### config.mk
export PLATFORM = sky130hd
export DESIGN_NAME = nls_controller
export DESIGN_NICKNAME = d
export VERILOG_FILES = /design/src/nls_pkg.sv /design/src/nls_controller.sv
export SDC_FILE = /design/constraint.sdc
export NUM_CORES = 1
export LEC_CHECK = 0
export ABC_AREA = 0
export BUFFER_PORTS_ARGS = -buffer_cell sky130_fd_sc_hd__buf_2
export CORE_AREA = 2 2 39 41
export CTS_CLUSTER_DIAMETER = 100
export DETAILED_ROUTE_END_ITERATION = 8
export DIE_AREA = 0 0 41 43
export HOLD_SLACK_MARGIN = 0.05
export SLEW_MARGIN = 20
export SYNTH_ARGS = -nofsm -noshare
export SYNTH_HDL_FRONTEND = slang
export SYNTH_SLANG_ARGS = --single-unit
### constraint.sdc
create_clock -name clk_i -period 3 [get_ports clk_i]
set_input_delay 0.15 -clock clk_i [delete_from_list [all_inputs] [get_ports clk_i]]
set_output_delay 0.15 -clock clk_i [all_outputs]
set_load 0.01 [all_outputs]
### src/nls_pkg.sv
// Shared types and constants of the nested loop list sequencer.
package nls_pkg;

  localparam logic [1:0] CMD_WRITE = 2'd0;
  localparam logic [1:0] CMD_START = 2'd1;
  localparam logic [1:0] CMD_PULL  = 2'd2;

  localparam logic [31:0] LOOP_MARK = 32'h8000_0000;
  localparam int unsigned DEPTH_W   = 11;
  localparam logic [DEPTH_W-1:0] DEPTH_MAX = 11'd2047;

  typedef struct packed {
    logic wr_entry;
    logic start;
    logic rd_entry;
    logic rd_stack;
    logic advance;
    logic push;
    logic pop;
    logic set_finish;
    logic capture;
    logic emit;
    logic publish;
  } ctrl_cmd_t;

  typedef struct packed {
    logic finished;
    logic endless;
    logic rem_zero;
    logic level_zero;
    logic entry_loop;
    logic skip_loop;
    logic rem_after_zero;
    logic out_busy;
  } ctrl_status_t;

endpackage

### src/nls_controller.sv
// Control state machine that sequences one request at a time through the datapath.
module nls_controller (
  input  logic                 clk_i,
  input  logic                 rst_ni,
  input  logic                 in_valid_i,
  output logic                 in_ready_o,
  input  logic [1:0]           cmd_i,
  input  nls_pkg::ctrl_status_t status_i,
  output nls_pkg::ctrl_cmd_t    ctl_o
);
  import nls_pkg::*;

  typedef enum logic [1:0] {S_IDLE, S_ENTRY, S_POP} state_e;

  state_e state_q, state_d;
  logic   accept;

  always_comb begin
    ctl_o      = '0;
    state_d    = state_q;
    in_ready_o = (state_q == S_IDLE) && ((cmd_i != CMD_PULL) || !status_i.out_busy);
    accept     = in_valid_i && in_ready_o;
    case (state_q)
      S_IDLE: begin
        if (accept) begin
          case (cmd_i)
            CMD_WRITE: ctl_o.wr_entry = 1'b1;
            CMD_START: ctl_o.start = 1'b1;
            CMD_PULL: begin
              if (status_i.finished) begin
                ctl_o.capture = 1'b1;
                ctl_o.publish = 1'b1;
              end else if (status_i.endless || !status_i.rem_zero) begin
                ctl_o.rd_entry = 1'b1;
                state_d        = S_ENTRY;
              end else if (status_i.level_zero) begin
                ctl_o.set_finish = 1'b1;
                ctl_o.capture    = 1'b1;
                ctl_o.publish    = 1'b1;
              end else begin
                ctl_o.capture  = 1'b1;
                ctl_o.rd_stack = 1'b1;
                state_d        = S_POP;
              end
            end
            default: ;
          endcase
        end
      end
      S_ENTRY: begin
        ctl_o.capture = 1'b1;
        if (status_i.endless) begin
          ctl_o.emit    = 1'b1;
          ctl_o.advance = 1'b1;
          ctl_o.publish = 1'b1;
          state_d       = S_IDLE;
        end else if (status_i.entry_loop && !status_i.skip_loop) begin
          ctl_o.push    = 1'b1;
          ctl_o.publish = 1'b1;
          state_d       = S_IDLE;
        end else begin
          ctl_o.advance = 1'b1;
          ctl_o.emit    = !status_i.entry_loop;
          if (status_i.rem_after_zero && !status_i.level_zero) begin
            ctl_o.rd_stack = 1'b1;
            state_d        = S_POP;
          end else begin
            ctl_o.set_finish = status_i.rem_after_zero;
            ctl_o.publish    = 1'b1;
            state_d          = S_IDLE;
          end
        end
      end
      S_POP: begin
        ctl_o.pop     = 1'b1;
        ctl_o.publish = 1'b1;
        state_d       = S_IDLE;
      end
      default: state_d = S_IDLE;
    endcase
  end

  always_ff @(posedge clk_i or negedge rst_ni) begin
    if (!rst_ni) begin
      state_q <= S_IDLE;
    end else begin
      state_q <= state_d;
    end
  end

  a_entry_after_read: assert property (@(posedge clk_i) disable iff (!rst_ni)
    ctl_o.rd_entry |=> (state_q == S_ENTRY)) else $error("entry state not entered after read");
  a_pop_after_read: assert property (@(posedge clk_i) disable iff (!rst_ni)
    ctl_o.rd_stack |=> ctl_o.pop) else $error("stack read not followed by pop");

endmodule

==> impl_metrics.tcl, run 1 <==
set metrics [dict create \
    status "complete, no violations" \
    post_cts_buffers 0 \
    layout_min_cycle_time_ps 1540 \
    cts_tree "built" \
    syn_avg_cell_area_um2 7.23 \
    first_iter_violations 4 \
    hold_viol 0 \
    layoutNonFillerInstCount 79 \
    power_uw 120 \
    syn_area_um2 260 \
    ys_ff_latch 2 \
    regMostFlops "state_q" \
    cp_cell_sequence "nand2b_1, o32ai_1, buf_2" \
    synthCells 36 \
    synthToLayoutAreaGrowth_pct 64.4 \
    maxCapViolations 0 \
    ys.flop_type "dfrtp_1" \
    core_area_um2 1380 \
    drive_above_1_share_pct 47.6 \
    finalSetupViolCount 0 \
    antenna_found_initial 0 \
    hpwl_um 645 \
    reg_top3 "state_q: 2 flops" \
    die_h_um 43 \
    skew_ps 6.84 \
    synth_seq_area_share_pct 19.2 \
    grt_pass1_vias 328 \
    yosysTopAreaCellShare_pct 19.2 \
    nNetsFinal 78 \
    placed_area_um2 395 \
    synth-simple-area-share_pct 42.8 \
    clk_pin_slew_worst_paths_ps 30 \
    synth_edf_count 0 \
    htreeDepth 1 \
    wl_um 783 \
    synth_top_family_by_area "simple AND/OR/NAND/NOR gates" \
    ctsResizeCount 0 \
    crit_required_ps 2850 \
    synthAdderAreaFrac_pct 0 \
    ir_drop_v 0.000138 \
    drc 0 \
    finalInstanceArea_um2 428 \
    routedWlPerCell_um 9.91 \
    yosysTopAreaCell "dfrtp_1" \
    crit_arrival_ps 1390 \
    num_antenna_cells 0 \
    cts_sinks 2 \
    io_buffers 24 \
    grt_pass1_wl_um 1250 \
    pin_count 25 \
    syn-num-nets 49 \
    postRouteAntennaNets 0 \
    synth_xor_area_share_pct 0 \
    num_rows 14 \
    grt_use_total_pct 10.9 \
    p_clk_share_pct 50.9 \
    criticalPathCategory "register to output port" \
    rsz0062_at_grt "false" \
    fmax_ghz 0.649 \
    finalWeightedCongestion 0.688 \
    tns_ps 0 \
    grt_busiest_layer "met2" \
    met2_usage_pct 15.9 \
    p_leak_nw 0.224 \
    drt_first_pass_iters 2 \
    clockBufferDepth 2 \
    die_area_um2 1760 \
    start_util_pct 18.8 \
    async_reset_ff_share_pct 100 \
    p_per_area_nw_per_um2 281 \
    yosys.cell_types.count 20 \
    slowest_stage "dfrtp_1" \
    period_share_pct 51.4 \
    ys_top_cells_by_area "dfrtp_1 19%, o32ai_1 10%, nor3_1 7.7%, inv_1 7.2%, nor2_1 5.8%" \
    crit_family "flip-flops" \
    critPathMaxStageDelay_ps 390 \
    gr-total-overflow 0 \
    path_max_fanout 8 \
    met3_usage_pct 4.71 \
    synthMuxAreaShare_pct 0 \
    slew_viol_final 0 \
    dpl.cell_count 75 \
    vias 363 \
    cts-root-buf "clkbuf_4" \
    p_int_uw 85.8 \
    hp-class "input pin to register" \
    largest_reg_flops 2 \
    synth_compound_area_share_pct 28.8 \
    switchingPower_uw 34.3 \
    grt_max_degree 9 \
    clk_latency_ps 230 \
    yosys_warnings 0 \
    dieWidth_um 41 \
    grtUsageMet1_pct 11.9 \
    cts-buffers-inserted 3 \
    power_frac_seq_pct 23.1 \
    combPwrFrac_pct 26.0 \
    worstMarginPinSlew_ps 386 \
    switching_share_pct 28.6 \
    slew_headroom_pct 74.2 \
    worstSetupStartpointType "register" \
    critPathBufInv 1 \
    cp-end-kind "output port" \
    viasPerCell 4.59 \
]
power by group through the flow:
stage	Clock, mW	Sequential [mW]	Combinational (mW)
5_1_grt	0.0665	0.0278	0.0350
3_5_place_dp	0	0.0280	0.0304
2_1_floorplan	0	0.0280	0.0134
3_3_place_gp	0	0.0280	0.0301
6_report	0.0611	0.0277	0.0313
4_1_cts	0.0653	0.0277	0.0315
timing repair:
action                                  CTS  global route
hold buffers                              1             0
endpoints found under the hold margin     2             0
endpoints found under the setup margin    0             0
synth_stat cells, types with 2 or more instances:
library cell and instances:
a21oi_1 2, dfrtp_1 2, inv_1 5, nand2_1 2
nand2b_1 2, nor2_1 4, nor3_1 4, o32ai_1 3
placed cells by master, fill, tap and decap left out, drive strengths merged:
cell type / instances
buf: 24
inv: 5
nor2: 4
nor3: 4
o32ai: 3
clkbuf: 3
a21oi: 2
nand2b: 2
nand2: 2
dfrtp: 2
nand3: 2
nor3b: 1
nor2b: 1
a41o: 1
o221ai: 1
nand3b: 1
nor4b: 1
o21ai: 1
a31oi: 1
a311oi: 1
dlygate4sd3: 1
metrics by stage:
step	hold WS [ps]	worst slack, ps	util, %
6_report	176	1460	30.9
5_1_grt	197	1350	30.9
4_1_cts	169	1450	30.9
3_5_place_dp	-62.0	1700	28.6
3_3_place_gp	-64.2	1710	28.6
2_1_floorplan	-146	1790	-
per-layer routing:
metal	wire (µm)	vias to the layer above
met5	0	-
met4	0	0
met3	64	0
met2	422	9
met1	296	161
li1	-	193
logic make-up after synthesis:
group	count (synthesis)
AND/OR/NAND/NOR	18
AO/OA/AOI/OAI	10
buffers and inverters	6
flip-flops	2
area by class of cell:
| type | count | area (µm²) |
|---|---|---|
| well taps | 16 | 20.0 |
| inverters | 5 | 18.8 |
| multi-input cells | 28 | 186 |
| repair buffers | 25 | 130 |
| fillers | 169 | 956 |
| flip-flops and latches | 2 | 50.0 |
| clock buffers | 3 | 22.5 |
worst paths after layout:
path,to,from,slack (ps),cells after the start
setup / recovery,ctl_o[3],state_q[1],1460,3
max in group asynchronous,state_q[0],rst_ni,2660,2
min in group asynchronous,state_q[1],rst_ni,230,2
setup reg to reg,state_q[1],state_q[1],1920,2
hold reg to reg,state_q[0],state_q[1],700,3
hold / removal,state_q[0],status_i[7],180,2
Note: power is estimated with default switching activity, not from simulation.
==> inputs of run 2 (changes only) <==
- clock period: 3 -> 1.4 ns (I/O delays scaled with it)
==> impl_metrics.tcl, run 2 (synthesized netlist as in run 1, its figures left out) <==
set metrics [dict create \
    status "complete, no violations" \
    cts_tree "built" \
    hold_viol 0 \
    worstMarginPinSlew_ps 418 \
    final_cell_mix "24 x buf_2, 5 x inv_1" \
    nFillCells 162 \
    p_clk_share_pct 50.0 \
    die_h_um 43 \
    hpwl_um 644 \
    cp-endpoint "ctl_o[0]" \
    whs_path_depth 2 \
    dieWidth_um 41 \
    fin_ws_ps 42.1 \
    ir_drop_v 0.000283 \
    final_common_cell "buf_2" \
    cts_sinks 2 \
    die_area_um2 1760 \
    antenna_found_initial 0 \
    grt_use_total_pct 12.0 \
    regMostFlops "state_q" \
    criticalPathCategory "register to output port" \
    grt_pass1_vias 349 \
    cp-end-kind "output port" \
    viasPerCell 4.67 \
    skew_ps 11.0 \
    layout_min_cycle_time_ps 1360 \
    crit_required_ps 1330 \
    grt_max_degree 9 \
    drt_first_pass_iters 4 \
    r2r_start "state_q[1]" \
    first_iter_violations 7 \
    worstRegToRegCells 4 \
    critPathMaxStageDelay_ps 410 \
    postRouteAntennaNets 0 \
    crit_path_start "state_q[1]" \
    wl_um 923 \
    cts-buffers-inserted 3 \
    drive_above_1_share_pct 60.6 \
    fin_hold_ws_ps 91.6 \
    routedWlPerCell_um 11.3 \
    grt_pass1_wl_um 1370 \
    crit_arrival_ps 1290 \
    nNetsFinal 81 \
    fmax_ghz 0.736 \
    power_frac_seq_pct 22.0 \
    num_rows 14 \
    cts-root-buf "clkbuf_4" \
    gr-total-overflow 0 \
    p_int_uw 188 \
    layoutNonFillerInstCount 82 \
    cp_cell_sequence "nand2b_4, a41o_1, o221ai_2, buf_2" \
    largest_reg_flops 2 \
    crit_cells 4 \
    start_util_pct 18.8 \
    slowest_stage "dfrtp_1" \
    htreeDepth 1 \
    p_per_area_nw_per_um2 544 \
    core_area_um2 1380 \
    reg_top3 "state_q: 2 flops" \
    clockBufferDepth 2 \
    clk_pin_slew_worst_paths_ps 40 \
    r2r_setup_slack_ps 260 \
    worstSetupStartpointType "register" \
    io_buffers 24 \
    num_antenna_cells 0 \
    hp-class "input pin to register" \
    period_share_pct 97.0 \
    maxCapViolations 0 \
    crit_family "flip-flops" \
    place_ws_ps 184 \
    switching_share_pct 31.0 \
    vias 383 \
    p_leak_nw 0.245 \
    rr_endpoint "state_q[0]" \
    drc 0 \
    clk_latency_ps 240 \
    synthToLayoutAreaGrowth_pct 92.3 \
    switchingPower_uw 84.4 \
    path_max_fanout 8 \
    pin_count 25 \
    finalWeightedCongestion 0.688 \
    final_util_pct 36.2 \
    dpl.cell_count 75 \
    rsz0062_at_grt "true" \
    finalSetupViolCount 0 \
    critPathBufInv 1 \
    combPwrFrac_pct 28.0 \
    slew_viol_final 0 \
    slew_headroom_pct 72.0 \
]
-- run 2: cell types whose count changed in the layout (fill, tap and decap cells not counted), sizes merged --
cell  delta
buf      +3
-- run 2: power by group through the flow --
stage,clock [mW],combinational (mW),sequential (mW)
after floorplan,0,0.0287,0.0599
after global placement,0,0.0645,0.0600
after detailed placement,0,0.0652,0.0601
final,0.136,0.0762,0.0600
after global routing,0.142,0.0850,0.0602
after CTS,0.140,0.0717,0.0601
-- run 2: layer usage --
| metal | part of all wire (%) | global-route usage, % | vias up |
|---|---|---|---|
| met3 | 7.9 | 4.71 | 0 |
| met2 | 59 | 18.8 | 13 |
| li1 | - | - | 196 |
| met5 | 0 | 0 | - |
| met1 | 33 | 12.5 | 174 |
| met4 | 0 | 8.00 | 0 |
-- run 2: how the worst min path moves through the flow --
stage / start / to / slack [ps]
2_1_floorplan: rst_ni / state_q[0] / -230
6_report: status_i[7] / state_q[0] / 90
3_3_place_gp: rst_ni / state_q[0] / -140
5_1_grt: status_i[7] / state_q[0] / 120
4_1_cts: status_i[7] / state_q[0] / 80
3_5_place_dp: rst_ni / state_q[0] / -140
-- run 2: metrics by stage --
step | setup TNS [ps] | instance area, µm² | power (mW)
after floorplan | 0 | 260 | 0.0887
after global placement | 0 | 395 | 0.124
after detailed placement | 0 | 395 | 0.125
after CTS | 0 | 465 | 0.272
after global routing | -59.7 | 500 | 0.288
final | 0 | 500 | 0.272
-- run 2: cell type report --
class	instances	area [µm²]	area share, %
sequential	2	51.3	10.3
multi-input combinational	28	235	47.0
timing repair buffer	28	153	30.5
tap	16	20.0	4.00
inverter	5	18.8	3.75
clock buffer	3	22.5	4.50
-- run 2: worst reg2reg max path, delay by kind of cell, from the launching register on --
family | cells | cell delay [ps]
AND/OR/NAND/NOR | 3 | 450
flip-flops | 1 | 410
buffers and inverters | 1 | 170
-- run 2: what timing repair did --
action / CTS / global route
hold buffers: 1 / 0
gates resized for setup: 7 / 3
endpoints found under the hold margin: 2 / 0
buffers inserted: 1 / 2
pin swaps: 1 / 3
endpoints found under the setup margin: 4 / 4
==> inputs of run 3 (changes only) <==
- CELL_PAD_IN_SITES_DETAIL_PLACEMENT: not set -> 0
- CELL_PAD_IN_SITES_GLOBAL_PLACEMENT: not set -> 1
- CORE_AREA: 2 2 39 41 -> not set
- CORE_UTILIZATION: not set -> 18
- DIE_AREA: 0 0 41 43 -> not set
- PLACE_DENSITY_LB_ADDON: not set -> 0.1
==> impl_metrics.tcl, run 3 (synthesized netlist as in run 1, its figures left out) <==
set metrics [dict create \
    status "complete, no violations" \
    pin_count 25 \
    r2r_setup_slack_ps 420 \
    num_rows 13 \
    core_area_um2 1320 \
    grtUsageMet1_pct 12.5 \
    period_share_pct 96.3 \
    ir_drop_v 0.000310 \
    clk_latency_ps 220 \
    grt_pass1_wl_um 1240 \
    grt_busiest_layer "met2" \
    p_per_area_nw_per_um2 539 \
    grt_use_total_pct 11.6 \
    criticalPathCategory "register to output port" \
    finalWeightedCongestion 0.631 \
    dieWidth_um 40.0 \
    nNetsFinal 79 \
    crit_arrival_ps 1280 \
    skew_ps 3.52 \
    layout_min_cycle_time_ps 1350 \
    worstRegToRegCells 2 \
    finalSetupViolCount 0 \
    cts-root-buf "clkbuf_4" \
    rsz0062_at_grt "true" \
    num_antenna_cells 0 \
    vias 375 \
    first_iter_violations 6 \
    gr-total-overflow 0 \
    regMostFlops "state_q" \
    clk_pin_slew_worst_paths_ps 30 \
    finalInstanceArea_um2 478 \
    cp-endpoint "ctl_o[0]" \
    grt_max_degree 9 \
    final_common_cell "buf_2" \
    hold_viol 0 \
    crit_path_start "state_q[1]" \
    r2r_start "state_q[1]" \
    cts-buffers-inserted 3 \
    htreeDepth 1 \
    slew_headroom_pct 72.4 \
    crit_required_ps 1330 \
    worstSetupStartpointType "register" \
    synthToLayoutAreaGrowth_pct 83.7 \
    antenna_found_initial 0 \
    layoutNonFillerInstCount 79 \
    clockBufferDepth 2 \
    routedWlPerCell_um 9.65 \
    maxCapViolations 0 \
    wl_um 762 \
    viasPerCell 4.75 \
    path_max_fanout 8 \
    drc 0 \
    dpl.cell_count 74 \
    final_cell_mix "24 x buf_2, 5 x inv_1, 3 x nor2_1, 3 x nor3_1, 3 x clkbuf_4" \
    die_area_um2 1600 \
    cp-end-kind "output port" \
    cts_sinks 2 \
    fmax_ghz 0.742 \
    placed_area_um2 394 \
    grt_pass1_vias 335 \
    largest_reg_flops 2 \
    fin_ws_ps 51.5 \
    reg_top3 "state_q: 2 flops" \
    start_util_pct 19.8 \
    postRouteAntennaNets 0 \
    hp-class "input pin to register" \
    cts_tree "built" \
    io_buffers 24 \
    hpwl_um 648 \
    die_h_um 40.0 \
    p_leak_nw 0.234 \
    drt_first_pass_iters 4 \
    worstMarginPinSlew_ps 413 \
    met3_usage_pct 3.89 \
    met2_usage_pct 19.0 \
    drive_above_1_share_pct 57.8 \
    place_ws_ps 188 \
    slew_viol_final 0 \
    rr_endpoint "state_q[1]" \
]
run 3: through the flow:
step | hold slack [ps] | util, % | TNS, ps | power, mW
final | 98.3 | 36.3 | 0 | 0.258
after global routing | 112 | 36.3 | -5.04 | 0.281
after CTS | 82.9 | 33.2 | 0 | 0.261
after detailed placement | -144 | 29.9 | 0 | 0.126
after global placement | -141 | 29.9 | 0 | 0.127
after floorplan | -226 | - | 0 | 0.0887
run 3: how the worst min path moves through the flow:
stage | to | start | cells past startpoint | slack (ps)
final | state_q[0] | status_i[7] | 2 | 100
after global routing | state_q[0] | status_i[7] | 2 | 110
after CTS | state_q[0] | status_i[7] | 2 | 80
after detailed placement | state_q[0] | rst_ni | 1 | -140
after global placement | state_q[0] | rst_ni | 1 | -140
after floorplan | state_q[0] | rst_ni | 0 | -230
run 3: power breakdown:
part,leakage (nW),switching [mW],internal (mW),total [mW]
Combinational,0.194,0.0401,0.0325,0.0727
Sequential,0.0262,0.00104,0.0589,0.0599
Clock,0.0138,0.0309,0.0944,0.125
Total,0.234,0.0720,0.186,0.258
run 3: area by class of cell:
type | instances | area (µm²)
clock buffers | 3 | 22.5
fillers | 149 | 840
inverters | 5 | 18.8
multi-input cells | 28 | 229
flip-flops and latches | 2 | 51.3
well taps | 15 | 18.8
repair buffers | 26 | 138
run 3: critical path, stage by stage, from the launching register on:
cell	delay (ps)
dfrtp_1	420
nand2b_4	200
a41o_1	220
o221ai_1	60
buf_2	160
run 3: metal layers:
| layer | part of all wire (%) | up-vias |
|---|---|---|
| met5 | 0 | - |
| met4 | 0 | 0 |
| met3 | 8.0 | 0 |
| met2 | 52 | 15 |
| met1 | 40 | 166 |
| li1 | - | 194 |
run 3: repair_timing:
item                                    in CTS  in global routing
pin swaps                                    1                  0
setup buffers                                0                  1
endpoints found under the setup margin       4                  5
endpoints found under the hold margin        2                  0
resized for setup                            4                  5
hold buffers                                 1                  0
